### config.mk
export PLATFORM = sky130hd
export DESIGN_NAME = multi_motor_pid_with_deadzone
export DESIGN_NICKNAME = d
export VERILOG_FILES = /design/src/hdl/mmpid_pkg.sv /design/src/hdl/mmpid_regs.sv /design/src/hdl/mmpid_ctrl.sv /design/src/hdl/mmpid_dp.sv /design/src/hdl/multi_motor_pid_with_deadzone.sv
export SDC_FILE = /design/constraint.sdc
export NUM_CORES = 2
export LEC_CHECK = 0
export ABC_CLOCK_PERIOD_IN_PS = 17020
export BUFFER_PORTS_ARGS = -buffer_cell sky130_fd_sc_hd__buf_2
export CELL_PAD_IN_SITES_DETAIL_PLACEMENT = 1
export CELL_PAD_IN_SITES_GLOBAL_PLACEMENT = 2
export CORE_ASPECT_RATIO = 1.4
export CORE_MARGIN = 2
export CORE_UTILIZATION = 46
export CTS_BUF_LIST = sky130_fd_sc_hd__clkbuf_8
export DETAILED_ROUTE_END_ITERATION = 6
export PLACE_DENSITY_LB_ADDON = 0.1
export SYNTH_ARGS = -nofsm -noshare
export SYNTH_HDL_FRONTEND = slang
export SYNTH_SLANG_ARGS = --single-unit
### constraint.sdc
create_clock -name clk -period 17.02 [get_ports clk]
set_input_delay 0.851 -clock clk [delete_from_list [all_inputs] [get_ports clk]]
set_output_delay 0.851 -clock clk [all_outputs]
set_load 0.05 [all_outputs]
### src/hdl/mmpid_pkg.sv
// Types and constants shared by the multi-motor PID block.
package mmpid_pkg;

  localparam int CFG_IDX_W      = 3;
  localparam int CFG_DATA_W     = 16;
  localparam int GAIN_W         = 16;
  localparam int SMALL_W        = 12;
  localparam int MASK_W         = 4;
  localparam int MID_W          = 2;
  localparam int SPEED_W        = 16;
  localparam int ERR_W          = 17;
  localparam int SUM_W          = 32;
  localparam int DIF_W          = 18;
  localparam int MUL_A_W        = 33;
  localparam int MUL_B_W        = 17;
  localparam int PROD_W         = 50;
  localparam int ACC_W          = 50;
  localparam int ACC_SPLIT      = 25;
  localparam int SC_W           = 62;
  localparam int DRIVE_W        = 21;
  localparam int GAIN_FRAC_BITS = 12;

  localparam logic [GAIN_W-1:0]  RST_GAIN_P    = 16'd4506;
  localparam logic [GAIN_W-1:0]  RST_GAIN_I    = 16'd82;
  localparam logic [GAIN_W-1:0]  RST_GAIN_D    = 16'd328;
  localparam logic [SMALL_W-1:0] RST_SCALE     = 12'd1000;
  localparam logic [SMALL_W-1:0] RST_DZ_OFFSET = 12'd300;
  localparam logic [SMALL_W-1:0] RST_DZ_THRESH = 12'd200;
  localparam logic [SMALL_W-1:0] RST_ZERO_BAND = 12'd100;
  localparam logic [MASK_W-1:0]  RST_ZB_MASK   = 4'd8;

  typedef enum logic [CFG_IDX_W-1:0] {
    REG_GAIN_P,
    REG_GAIN_I,
    REG_GAIN_D,
    REG_SCALE,
    REG_DZ_OFFSET,
    REG_DZ_THRESH,
    REG_ZERO_BAND,
    REG_ZB_MASK
  } cfg_idx_t;

  typedef struct packed {
    logic [GAIN_W-1:0]  gain_p;
    logic [GAIN_W-1:0]  gain_i;
    logic [GAIN_W-1:0]  gain_d;
    logic [SMALL_W-1:0] scale;
    logic [SMALL_W-1:0] dz_offset;
    logic [SMALL_W-1:0] dz_thresh;
    logic [SMALL_W-1:0] zero_band;
    logic [MASK_W-1:0]  zb_mask;
  } cfg_t;

  typedef enum logic [3:0] {
    ST_IDLE,
    ST_UPD,
    ST_MUL_P,
    ST_MUL_I,
    ST_MUL_D,
    ST_ACC_D,
    ST_MUL_LO,
    ST_MUL_HI,
    ST_ADD_HI,
    ST_ABS,
    ST_FIN
  } state_t;

  typedef enum logic [2:0] {
    MUL_P,
    MUL_I,
    MUL_D,
    MUL_LO,
    MUL_HI
  } mul_sel_t;

  typedef struct packed {
    logic     capture;
    logic     state_upd;
    mul_sel_t mul;
    logic     acc_add;
    logic     sc_lo;
    logic     sc_hi;
    logic     mag_ld;
    logic     out_ld;
  } cmd_t;

  typedef struct packed {
    logic id_ok;
    logic out_busy;
  } stat_t;

endpackage

### src/hdl/mmpid_regs.sv
// Configuration register file.
module mmpid_regs (
  input  logic                               clk,
  input  logic                               rst_n,
  input  logic                               cfg_wr_en,
  input  logic [mmpid_pkg::CFG_IDX_W-1:0]    cfg_index,
  input  logic [mmpid_pkg::CFG_DATA_W-1:0]   cfg_wdata,
  output mmpid_pkg::cfg_t                    cfg
);

  mmpid_pkg::cfg_t cfg_r;

  always_ff @(posedge clk) begin
    if (!rst_n) begin
      cfg_r.gain_p    <= mmpid_pkg::RST_GAIN_P;
      cfg_r.gain_i    <= mmpid_pkg::RST_GAIN_I;
      cfg_r.gain_d    <= mmpid_pkg::RST_GAIN_D;
      cfg_r.scale     <= mmpid_pkg::RST_SCALE;
      cfg_r.dz_offset <= mmpid_pkg::RST_DZ_OFFSET;
      cfg_r.dz_thresh <= mmpid_pkg::RST_DZ_THRESH;
      cfg_r.zero_band <= mmpid_pkg::RST_ZERO_BAND;
      cfg_r.zb_mask   <= mmpid_pkg::RST_ZB_MASK;
    end else if (cfg_wr_en) begin
      case (mmpid_pkg::cfg_idx_t'(cfg_index))
        mmpid_pkg::REG_GAIN_P:    cfg_r.gain_p    <= cfg_wdata;
        mmpid_pkg::REG_GAIN_I:    cfg_r.gain_i    <= cfg_wdata;
        mmpid_pkg::REG_GAIN_D:    cfg_r.gain_d    <= cfg_wdata;
        mmpid_pkg::REG_SCALE:     cfg_r.scale     <= cfg_wdata[mmpid_pkg::SMALL_W-1:0];
        mmpid_pkg::REG_DZ_OFFSET: cfg_r.dz_offset <= cfg_wdata[mmpid_pkg::SMALL_W-1:0];
        mmpid_pkg::REG_DZ_THRESH: cfg_r.dz_thresh <= cfg_wdata[mmpid_pkg::SMALL_W-1:0];
        mmpid_pkg::REG_ZERO_BAND: cfg_r.zero_band <= cfg_wdata[mmpid_pkg::SMALL_W-1:0];
        mmpid_pkg::REG_ZB_MASK:   cfg_r.zb_mask   <= cfg_wdata[mmpid_pkg::MASK_W-1:0];
        default: ;
      endcase
    end
  end

  assign cfg = cfg_r;

endmodule

### src/hdl/mmpid_ctrl.sv
// Sequencing state machine for the PID datapath.
module mmpid_ctrl (
  input  logic              clk,
  input  logic              rst_n,
  input  logic              in_valid,
  output logic              in_stall,
  input  mmpid_pkg::stat_t  stat,
  output mmpid_pkg::cmd_t   cmd
);

  mmpid_pkg::state_t state_r, state_nxt;

  always_ff @(posedge clk) begin
    if (!rst_n) begin
      state_r <= mmpid_pkg::ST_IDLE;
    end else begin
      state_r <= state_nxt;
    end
  end

  always_comb begin
    state_nxt     = state_r;
    cmd           = '0;
    cmd.mul       = mmpid_pkg::MUL_P;
    in_stall      = 1'b1;
    case (state_r)
      mmpid_pkg::ST_IDLE: begin
        in_stall    = 1'b0;
        cmd.capture = in_valid;
        if (in_valid && stat.id_ok) begin
          state_nxt = mmpid_pkg::ST_UPD;
        end
      end
      mmpid_pkg::ST_UPD: begin
        cmd.state_upd = 1'b1;
        state_nxt     = mmpid_pkg::ST_MUL_P;
      end
      mmpid_pkg::ST_MUL_P: begin
        cmd.mul   = mmpid_pkg::MUL_P;
        state_nxt = mmpid_pkg::ST_MUL_I;
      end
      mmpid_pkg::ST_MUL_I: begin
        cmd.mul     = mmpid_pkg::MUL_I;
        cmd.acc_add = 1'b1;
        state_nxt   = mmpid_pkg::ST_MUL_D;
      end
      mmpid_pkg::ST_MUL_D: begin
        cmd.mul     = mmpid_pkg::MUL_D;
        cmd.acc_add = 1'b1;
        state_nxt   = mmpid_pkg::ST_ACC_D;
      end
      mmpid_pkg::ST_ACC_D: begin
        cmd.acc_add = 1'b1;
        state_nxt   = mmpid_pkg::ST_MUL_LO;
      end
      mmpid_pkg::ST_MUL_LO: begin
        cmd.mul   = mmpid_pkg::MUL_LO;
        state_nxt = mmpid_pkg::ST_MUL_HI;
      end
      mmpid_pkg::ST_MUL_HI: begin
        cmd.mul   = mmpid_pkg::MUL_HI;
        cmd.sc_lo = 1'b1;
        state_nxt = mmpid_pkg::ST_ADD_HI;
      end
      mmpid_pkg::ST_ADD_HI: begin
        cmd.sc_hi = 1'b1;
        state_nxt = mmpid_pkg::ST_ABS;
      end
      mmpid_pkg::ST_ABS: begin
        cmd.mag_ld = 1'b1;
        state_nxt  = mmpid_pkg::ST_FIN;
      end
      mmpid_pkg::ST_FIN: begin
        if (!stat.out_busy) begin
          cmd.out_ld = 1'b1;
          state_nxt  = mmpid_pkg::ST_IDLE;
        end
      end
      default: begin
        state_nxt = mmpid_pkg::ST_IDLE;
      end
    endcase
  end

endmodule

### src/hdl/mmpid_dp.sv
// PID datapath: per-motor state, shared multiplier, dead-zone shaping, output register.
module mmpid_dp #(
  parameter int MOTOR_COUNT     = 4,
  parameter int SPEED_FRAC_BITS = 12
) (
  input  logic                                  clk,
  input  logic                                  rst_n,
  input  mmpid_pkg::cmd_t                       cmd,
  output mmpid_pkg::stat_t                      stat,
  input  mmpid_pkg::cfg_t                       cfg,
  input  logic [mmpid_pkg::MID_W-1:0]           in_motor_id,
  input  logic signed [mmpid_pkg::SPEED_W-1:0]  in_measured_speed,
  input  logic signed [mmpid_pkg::SPEED_W-1:0]  in_target_speed,
  output logic                                  out_valid,
  input  logic                                  out_stall,
  output logic signed [mmpid_pkg::DRIVE_W-1:0]  out_drive_value,
  output logic [mmpid_pkg::MID_W-1:0]           out_motor_index
);

  localparam int IDX_W = (MOTOR_COUNT > 1) ? $clog2(MOTOR_COUNT) : 1;
  localparam int SH    = mmpid_pkg::GAIN_FRAC_BITS + SPEED_FRAC_BITS;
  localparam int MAG_W = mmpid_pkg::SC_W - SH;
  localparam int ERR_W = mmpid_pkg::ERR_W;
  localparam int SUM_W = mmpid_pkg::SUM_W;
  localparam int DIF_W = mmpid_pkg::DIF_W;
  localparam int A_W   = mmpid_pkg::MUL_A_W;
  localparam int P_W   = mmpid_pkg::PROD_W;
  localparam int ACC_W = mmpid_pkg::ACC_W;
  localparam int SPL   = mmpid_pkg::ACC_SPLIT;
  localparam int SC_W  = mmpid_pkg::SC_W;
  localparam int DRV_W = mmpid_pkg::DRIVE_W;

  localparam logic [MAG_W:0] DRV_POS_MAX = (MAG_W+1)'((1 << (DRV_W-1)) - 1);
  localparam logic [MAG_W:0] DRV_NEG_MAG = (MAG_W+1)'(1 << (DRV_W-1));
  localparam logic [DRV_W-1:0] DRV_MAX   = DRV_W'((1 << (DRV_W-1)) - 1);
  localparam logic [DRV_W-1:0] DRV_MIN   = DRV_W'(1 << (DRV_W-1));

  logic [mmpid_pkg::MID_W-1:0]          mid_r;
  logic signed [mmpid_pkg::SPEED_W-1:0] meas_r, targ_r;
  logic signed [ERR_W-1:0]              e_r;
  logic signed [SUM_W-1:0]              s_r;
  logic signed [DIF_W-1:0]              d_r;
  logic signed [SUM_W-1:0]              sum_r  [MOTOR_COUNT];
  logic signed [ERR_W-1:0]              prev_r [MOTOR_COUNT];
  logic signed [A_W-1:0]                mul_a;
  logic signed [mmpid_pkg::MUL_B_W-1:0] mul_b;
  logic signed [P_W-1:0]                prod_r;
  logic signed [ACC_W-1:0]              acc_r;
  logic signed [SC_W-1:0]               sc_r;
  logic [SC_W-1:0]                      sc_abs;
  logic [MAG_W-1:0]                     mag_r;
  logic                                 neg_r;
  logic [IDX_W-1:0]                     idx;
  logic signed [ERR_W-1:0]              e_new;
  logic signed [SUM_W:0]                s_wide;
  logic signed [SUM_W-1:0]              s_sat;
  logic signed [DIF_W-1:0]              d_new;
  logic                                 zb_hit;
  logic [MAG_W:0]                       mag2;
  logic [DRV_W-1:0]                     drive;
  logic                                 out_valid_r;
  logic [DRV_W-1:0]                     drive_r;
  logic [mmpid_pkg::MID_W-1:0]          oidx_r;

  assign idx = IDX_W'(mid_r);

  always_comb begin
    e_new  = ERR_W'(targ_r) - ERR_W'(meas_r);
    s_wide = (SUM_W+1)'(sum_r[idx]) + (SUM_W+1)'(e_new);
    if (s_wide[SUM_W] != s_wide[SUM_W-1]) begin
      s_sat = s_wide[SUM_W] ? {1'b1, {(SUM_W-1){1'b0}}} : {1'b0, {(SUM_W-1){1'b1}}};
    end else begin
      s_sat = s_wide[SUM_W-1:0];
    end
    d_new = DIF_W'(e_new) - DIF_W'(prev_r[idx]);
  end

  always_ff @(posedge clk) begin
    if (cmd.capture) begin
      mid_r  <= in_motor_id;
      meas_r <= in_measured_speed;
      targ_r <= in_target_speed;
    end
    if (cmd.state_upd) begin
      e_r <= e_new;
      s_r <= s_sat;
      d_r <= d_new;
    end
  end

  always_ff @(posedge clk) begin
    if (!rst_n) begin
      for (int i = 0; i < MOTOR_COUNT; i++) begin
        sum_r[i]  <= '0;
        prev_r[i] <= '0;
      end
    end else if (cmd.state_upd) begin
      sum_r[idx]  <= s_sat;
      prev_r[idx] <= e_new;
    end
  end

  always_comb begin
    case (cmd.mul)
      mmpid_pkg::MUL_P: begin
        mul_a = A_W'(e_r);
        mul_b = {1'b0, cfg.gain_p};
      end
      mmpid_pkg::MUL_I: begin
        mul_a = A_W'(s_r);
        mul_b = {1'b0, cfg.gain_i};
      end
      mmpid_pkg::MUL_D: begin
        mul_a = A_W'(d_r);
        mul_b = {1'b0, cfg.gain_d};
      end
      mmpid_pkg::MUL_LO: begin
        mul_a = {{(A_W-SPL){1'b0}}, acc_r[SPL-1:0]};
        mul_b = {{(mmpid_pkg::MUL_B_W-mmpid_pkg::SMALL_W){1'b0}}, cfg.scale};
      end
      mmpid_pkg::MUL_HI: begin
        mul_a = A_W'($signed(acc_r[ACC_W-1:SPL]));
        mul_b = {{(mmpid_pkg::MUL_B_W-mmpid_pkg::SMALL_W){1'b0}}, cfg.scale};
      end
      default: begin
        mul_a = A_W'(e_r);
        mul_b = {1'b0, cfg.gain_p};
      end
    endcase
  end

  assign sc_abs = sc_r[SC_W-1] ? SC_W'(-sc_r) : SC_W'(sc_r);

  always_ff @(posedge clk) begin
    prod_r <= P_W'(mul_a * mul_b);
    if (cmd.state_upd) begin
      acc_r <= '0;
    end else if (cmd.acc_add) begin
      acc_r <= acc_r + prod_r;
    end
    if (cmd.sc_lo) begin
      sc_r <= SC_W'(prod_r);
    end else if (cmd.sc_hi) begin
      sc_r <= sc_r + {prod_r[SC_W-SPL-1:0], {SPL{1'b0}}};
    end
    if (cmd.mag_ld) begin
      mag_r <= sc_abs[SC_W-1:SH];
      neg_r <= sc_r[SC_W-1];
    end
  end

  // zero band and dead-zone offset work on magnitude; sign applied last
  always_comb begin
    zb_hit = cfg.zb_mask[mid_r] && (mag_r < MAG_W'(cfg.zero_band));
    if (zb_hit) begin
      mag2 = '0;
    end else if (mag_r > MAG_W'(cfg.dz_thresh)) begin
      mag2 = (MAG_W+1)'(mag_r) + (MAG_W+1)'(cfg.dz_offset);
    end else begin
      mag2 = (MAG_W+1)'(mag_r);
    end
    if (neg_r) begin
      drive = (mag2 > DRV_NEG_MAG) ? DRV_MIN : DRV_W'(-mag2[DRV_W-1:0]);
    end else begin
      drive = (mag2 > DRV_POS_MAX) ? DRV_MAX : mag2[DRV_W-1:0];
    end
  end

  always_ff @(posedge clk) begin
    if (!rst_n) begin
      out_valid_r <= 1'b0;
    end else if (cmd.out_ld) begin
      out_valid_r <= 1'b1;
    end else if (!out_stall) begin
      out_valid_r <= 1'b0;
    end
  end

  always_ff @(posedge clk) begin
    if (cmd.out_ld) begin
      drive_r <= drive;
      oidx_r  <= mid_r;
    end
  end

  assign stat.id_ok    = (32'(in_motor_id) < MOTOR_COUNT);
  assign stat.out_busy = out_valid_r & out_stall;

  assign out_valid       = out_valid_r;
  assign out_drive_value = drive_r;
  assign out_motor_index = oidx_r;

endmodule

### src/hdl/multi_motor_pid_with_deadzone.sv
// Top level of the multi-motor PID speed controller with dead-zone shaping.
// Each request carries a motor index and measured and target speeds; one drive
// value comes back per request whose motor index is below MOTOR_COUNT (others
// are taken and dropped). No new request is taken until the sequencer has loaded
// the previous result into the output register: one shared 33x17 multiplier
// forms the three gain products and the two halves of the output scaling one
// after the other, followed by the magnitude, zero-band, offset and saturation
// steps. A stalled result holds the sequencer in its last step until the output
// register frees up.
// The next request is taken as soon as the sequencer returns to idle, even if
// the previous result has not yet been taken.
module multi_motor_pid_with_deadzone #(
  parameter int MOTOR_COUNT     = 4,
  parameter int SPEED_FRAC_BITS = 12
) (
  input  logic                                  clk,
  input  logic                                  rst_n,
  input  logic                                  in_valid,
  output logic                                  in_stall,
  input  logic [mmpid_pkg::MID_W-1:0]           in_motor_id,
  input  logic signed [mmpid_pkg::SPEED_W-1:0]  in_measured_speed,
  input  logic signed [mmpid_pkg::SPEED_W-1:0]  in_target_speed,
  output logic                                  out_valid,
  input  logic                                  out_stall,
  output logic signed [mmpid_pkg::DRIVE_W-1:0]  out_drive_value,
  output logic [mmpid_pkg::MID_W-1:0]           out_motor_index,
  input  logic                                  cfg_wr_en,
  input  logic [mmpid_pkg::CFG_IDX_W-1:0]       cfg_index,
  input  logic [mmpid_pkg::CFG_DATA_W-1:0]      cfg_wdata
);

  mmpid_pkg::cfg_t  cfg;
  mmpid_pkg::cmd_t  cmd;
  mmpid_pkg::stat_t stat;

  mmpid_regs u_regs (
    .clk       (clk),
    .rst_n     (rst_n),
    .cfg_wr_en (cfg_wr_en),
    .cfg_index (cfg_index),
    .cfg_wdata (cfg_wdata),
    .cfg       (cfg)
  );

  mmpid_ctrl u_ctrl (
    .clk      (clk),
    .rst_n    (rst_n),
    .in_valid (in_valid),
    .in_stall (in_stall),
    .stat     (stat),
    .cmd      (cmd)
  );

  mmpid_dp #(
    .MOTOR_COUNT     (MOTOR_COUNT),
    .SPEED_FRAC_BITS (SPEED_FRAC_BITS)
  ) u_dp (
    .clk               (clk),
    .rst_n             (rst_n),
    .cmd               (cmd),
    .stat              (stat),
    .cfg               (cfg),
    .in_motor_id       (in_motor_id),
    .in_measured_speed (in_measured_speed),
    .in_target_speed   (in_target_speed),
    .out_valid         (out_valid),
    .out_stall         (out_stall),
    .out_drive_value   (out_drive_value),
    .out_motor_index   (out_motor_index)
  );

endmodule

# Word level (Yosys, flattened, before mapping)
# Memories as Yosys holds them, arrays and structs flattened. A register that Yosys moved wholly into a read port is not among the register bits.
# Cells that the tools add are included.
# op_classes
add_sub_neg,8
multipliers,1
div,0
order_cmp,5
n_eq_ne,25
n_shift,0
mux,41
n_bitwise,1
n_reduce_logical,17
# ops
operator,count
$pmux W33 S4,1
$mux W62,2
$mux W32,3
$mux W39,2
$mux W21,3
$add A62 B62 Y62,1
$neg A62 Y62,1
$mux W61,1
$add A50 B50 Y50,1
$mul A33 B17 Y50,1
$pmux W16 S3,1
$pmux W4 S11,1
$add A38 B12 Y39,1
$gt A39 B20 Y1 const B,1
$gt A39 B21 Y1 const B,1
$gt A38 B12 Y1,1
$lt A38 B12 Y1,1
$add A32 B17 Y33,1
$reduce_or A32 Y1,1
$neg A21 Y21,1
$mux W1,18
$reduce_and A2 Y1,9
$sub A17 B17 Y18,1
$mux W17,1
24 further kinds,43
# totals
register_bits,430
latch_bits,0
ramBits,196
romBits,0
input_bits,58
word_cells,124
memories,2
# memory_table
name,words,word_bits,rd,rd_clocked_by_memory_dff,write_ports,line,source
u_dp.sum_r,4,32,1,1,4,mmpid_dp.sv:43,logic signed [SUM_W-1:0] sum_r [MOTOR_COUNT];
u_dp.prev_r,4,17,1,1,4,mmpid_dp.sv:44,logic signed [ERR_W-1:0] prev_r [MOTOR_COUNT];

# Logic depth before layout (Yosys ltp)
# depth
word_depth,7
mapped_depth,34
mapped_depth_nobuf,30

# Hierarchy
# Synthesis repeated with hierarchy kept, for this count alone.
# unflattened
hier_cells,5472
hier_area_um2,52679.3
# by_module_without_submodules
mod,n_inst,cells_each,area_each_um2,seq_area_each_um2
mmpid_dp,1,5067,48546.6,14704.1
mmpid_regs,1,365,3817.4,2001.9
mmpid_ctrl,1,40,315.3,80.1

# Worst setup path after synthesis
# No wires, ideal clock.
# synth_timing
kind,reg-to-reg
start,register u_ctrl.state_r[0]
end,register u_dp.prod_r[43]
setup_time_ps,72
t_arrival_ps,8195
t_required_ps,16948
slack_ps,8754
path_stages_with_launch,31
path_buffers,4
path_cell_list,dfxtp_1 clkbuf_1 nand2_1 a21o_1 clkbuf_1 clkbuf_1 a221oi_1 a21oi_1 fa_1 inv_1 fa_1 inv_1 fa_1 fa_1 fa_1 inv_1 fa_1 inv_1 ha_1 clkbuf_1 and4_1 and4_1 nand3_1 nor3_1 o21ai_0 o32ai_1 a221oi_1 o21ai_0 a21oi_1 o31ai_1 xor2_1
# synth_between
elab_chain_cells,6
elab_cells_between_ends,13
classes_between,mul (1); eq/ne (8); mux (3); reduce/logical (1)
# synth_lines
element,line,source
"start, declared",mmpid_ctrl.sv:11,"mmpid_pkg::state_t state_r, state_nxt;"
"start signal, assigned",mmpid_ctrl.sv:15,state_r <= mmpid_pkg::ST_IDLE;
"start signal, assigned",mmpid_ctrl.sv:17,state_r <= state_nxt;
$eq A4 B3 Y1 / $eq A4 B2 Y1 (equally long branches),mmpid_ctrl.sv:26,case (state_r)
$pmux W3 S4 (*),mmpid_ctrl.sv:26,
$eq A3 B2 Y1 / $eq A3 B3 Y1 (equally long branches),mmpid_dp.sv:104,case (cmd.mul)
$reduce_or A2 Y1 (no source line),n/a,
$pmux W16 S3,mmpid_dp.sv:104,
$mul A33 B17 Y50 (*),mmpid_dp.sv:135,prod_r <= P_W'(mul_a * mul_b);
"end signal, assigned",mmpid_dp.sv:135,
"end, declared",mmpid_dp.sv:47,logic signed [P_W-1:0] prod_r;
# Every way passes the cells marked *; elsewhere a longest branch is shown, timed or not.
# A chain may end at the register's enable or synchronous reset.

# Worst setup path in the final report
# layout_timing
start,register u_ctrl.state_r[0]
end,register u_dp.prod_r[47]
# The elaborated chain is that of the path after synthesis.

==> results.yml <==
outcome:
  outcome: "finished clean"
drt:
  ant_nets: 0
  first_iter_violations: 2224
  wl_um: 170000
  via_count: 40700
  firstDrtPassIters: 6
  vias_per_cell: 5.70
  wl_per_cell_um: 23.9
  remaining_drc_errors: 0
cells_and_area:
  drive_gt1_share_pct: 7.53
  layout.nets: 6434
  finalInstanceArea_um2: 56600
  multi_input_area_um2: 31900
  syn_to_final_growth_pct: 8.08
  utilization_pct: 50.0
  fill_cells: 12900
  seq_area_um2: 16800
worst_setup_path:
  r2r_start: "u_ctrl.state_r[0]"
  cp.arrival_ns: 10.56
  crit_path_end: "u_dp.prod_r[47]"
  critPathMaxStageDelay_ns: 0.65
  r2r_end: "u_dp.prod_r[47]"
  r2r_slack_ns: 7.12
  criticalPathCategory: "flip-flop to flip-flop"
  ff2ff_path_depth: 28
  start_kind: "flip-flop"
  critPathMaxFanout: 48
  end_kind: "flip-flop"
  critPathRequiredTime_ns: 17.68
  cp_slowest_cell: "a221o_1"
  cp_common_cell: "fa_1"
  crit_path_start: "u_ctrl.state_r[0]"
synthesis:
  synth_cell_types: 87
  syn_area_um2: 52400
  postSynthRegisterBits: 628
  yosys-top-cells-count: "nand2_1 (810), inv_1 (753), nor2_1 (510)"
  postSynthAreaPerCell_um2: 9.43
  synth_warnings: 0
  synth_flop_cell: "edfxtp_1"
  synth-edff-count: 421
  netlist_instances: 5551
  synthTopCellsByArea: "edfxtp_1 (24%), fa_1 (19%), dfxtp_1 (7.9%), ha_1 (7.3%), nand2_1 (5.8%)"
  yosys.area.top_type_share_pct: 24.1
  async_flop_share_pct: 0
  yosysSeqAreaShare_pct: 32.1
  yosysTopAreaCell: "edfxtp_1"
  yosysMostFrequentCell: "nand2_1"
  synth_nets: 6413
clock_network:
  cts_htree_levels: 3
  cts_setup_buffers: 0
  clock_path_buffers: 3
  clock_latency_ns: 0.84
  cts_root_buf: "clkbuf_8"
  path_clk_slew_ns: 0.06
  cts_buffers: 103
  cts_resized: 0
  cts_sinks: 628
  cts_tree: "built"
  cts_hold_buf: 0
sta:
  clock_skew_ns: 0.0627
  layout_min_cycle_time_ns: 9.90
  holdWs_ns: 0.183
  grt_setup_unrepaired: "false"
  finalSetupViolations: 0
  fmax_mhz: 101
  min_period_over_period_pct: 58.2
  setup_tns_ns: 0
  relSlewSlack_pct: 13.4
  tightest_slew_ns: 1.29
  drv_slew: 0
  hold_viol_final: 0
floorplan:
  io_pins: 83
  rows: 146
  chipWidth_um: 289
  initial_utilization_pct: 46.3
  core_area_um2: 113000
  die_area_um2: 117000
  die_h_um: 403
grt:
  grtUsageMet2_pct: 54.0
  grt_max_degree: 87
  grt_pass1_vias: 44100
  grt-busiest-layer: "met2"
  gr-total-overflow: 0
  grt_usage_pct: 29.7
  grt_first_pass_wirelength_um: 262000
  antenna_found_initial: 7
  gr-usage-met3_pct: 3.45
  use_met1_pct: 34.0
placed_design:
  portBuffers: 82
  gp_congestion: 0.915
  dp_hpwl_um: 132000
  placed_area_um2: 54400
run:
  cap_violations: 0
worst_hold_path:
  hp-class: "primary input to flip-flop"
-- cell usage in the layout (no fill, tap or decap), drive strengths merged, types with 51 or more instances in the layout --
master	count
clkbuf	115
a21boi	84
inv	799
xor2	66
buf	160
edfxtp	421
nor2	510
ha	305
nand3	88
nand2	810
a21oi	283
a21o	122
fa	499
nor3	70
nand2b	51
xnor2	157
o21ai	186
dfxtp	207
-- cells by family (layout without fill, tap and decap cells) --
kind of cell	count (synthesis)	in the layout	synth area share, %
AOI/OAI and AO/OA	1010	1010	12.7
xor gates and xnor gates	223	223	3.73
buffers and inverters	998	1108	7.17
muxes	80	80	2.75
adders and majority gates	807	807	26.4
other	0	3	0
DFF	628	628	32.1
and+or+nand+nor	1805	1805	15.2
-- through the flow --
step | setup WS, ns | std cells
finish | 7.12 | 7144
global route | 6.43 | 7142
CTS | 7.23 | 7141
detailed placement | 7.31 | 6947
global placement | 7.48 | 6947
floorplan | 8.75 | 5551
-- registers in the layout, summed over array words and instances, names as in the netlist, 4 cells and up, named ones only --
register              cells
u_ctrl.state_r            4
u_dp.acc_r               50
u_dp.d_r                 18
u_dp.e_r                 17
u_dp.mag_r               38
u_dp.meas_r              16
u_dp.out_drive_value     21
u_dp.prev_r              68
u_dp.prod_r              50
u_dp.s_r                 32
u_dp.sc_r                62
u_dp.sum_r              128
u_dp.targ_r              16
u_regs.cfg              100
-- routing by layer --
layer	wire, um	vias to the layer above	part of all wire (%)
li1	-	18600	-
met5	14	-	0.0082
met3	6530	371	3.8
met4	9990	2	5.9
met1	65000	20800	38
met2	88900	898	52
-- critical path, delay by kind of cell, from the launching register on --
| family | cells | cell delay [ns] |
|---|---|---|
| simple gates | 5 | 1.00 |
| mux | 1 | 0.24 |
| buf+inv | 4 | 0.71 |
| fa+ha+maj | 7 | 3.51 |
| flops | 1 | 0.58 |
| compound gates | 11 | 3.65 |
-- worst min-delay path by stage --
stage	start	endpoint	slack, ns	cells after the start
6_report	in_target_speed[8]	u_dp.targ_r[8]	0.18	1
5_1_grt	in_measured_speed[4]	u_dp.meas_r[4]	0.15	1
4_1_cts	in_target_speed[8]	u_dp.targ_r[8]	0.10	1
3_5_place_dp	u_regs.cfg[47]	u_regs.cfg[47]	0.46	2
3_3_place_gp	u_regs.cfg[3]	u_regs.cfg[3]	0.45	2
2_1_floorplan	u_dp.acc_r[49]	u_dp.acc_r[49]	0.43	1
-- final cells by class --
class | count | area share (%)
diodes | 3 | 0.0133
clock buffers | 115 | 2.80
clock inverters | 79 | 1.03
inverters | 754 | 5.01
flip-flops and latches | 628 | 29.7
multi-input cells | 3925 | 56.4
repair buffers | 160 | 1.76
well taps | 1480 | 3.27
Power is left out: the tool's default activity adds up to more than one toggle a clock period on the data nets, which glitch-free logic cannot reach.
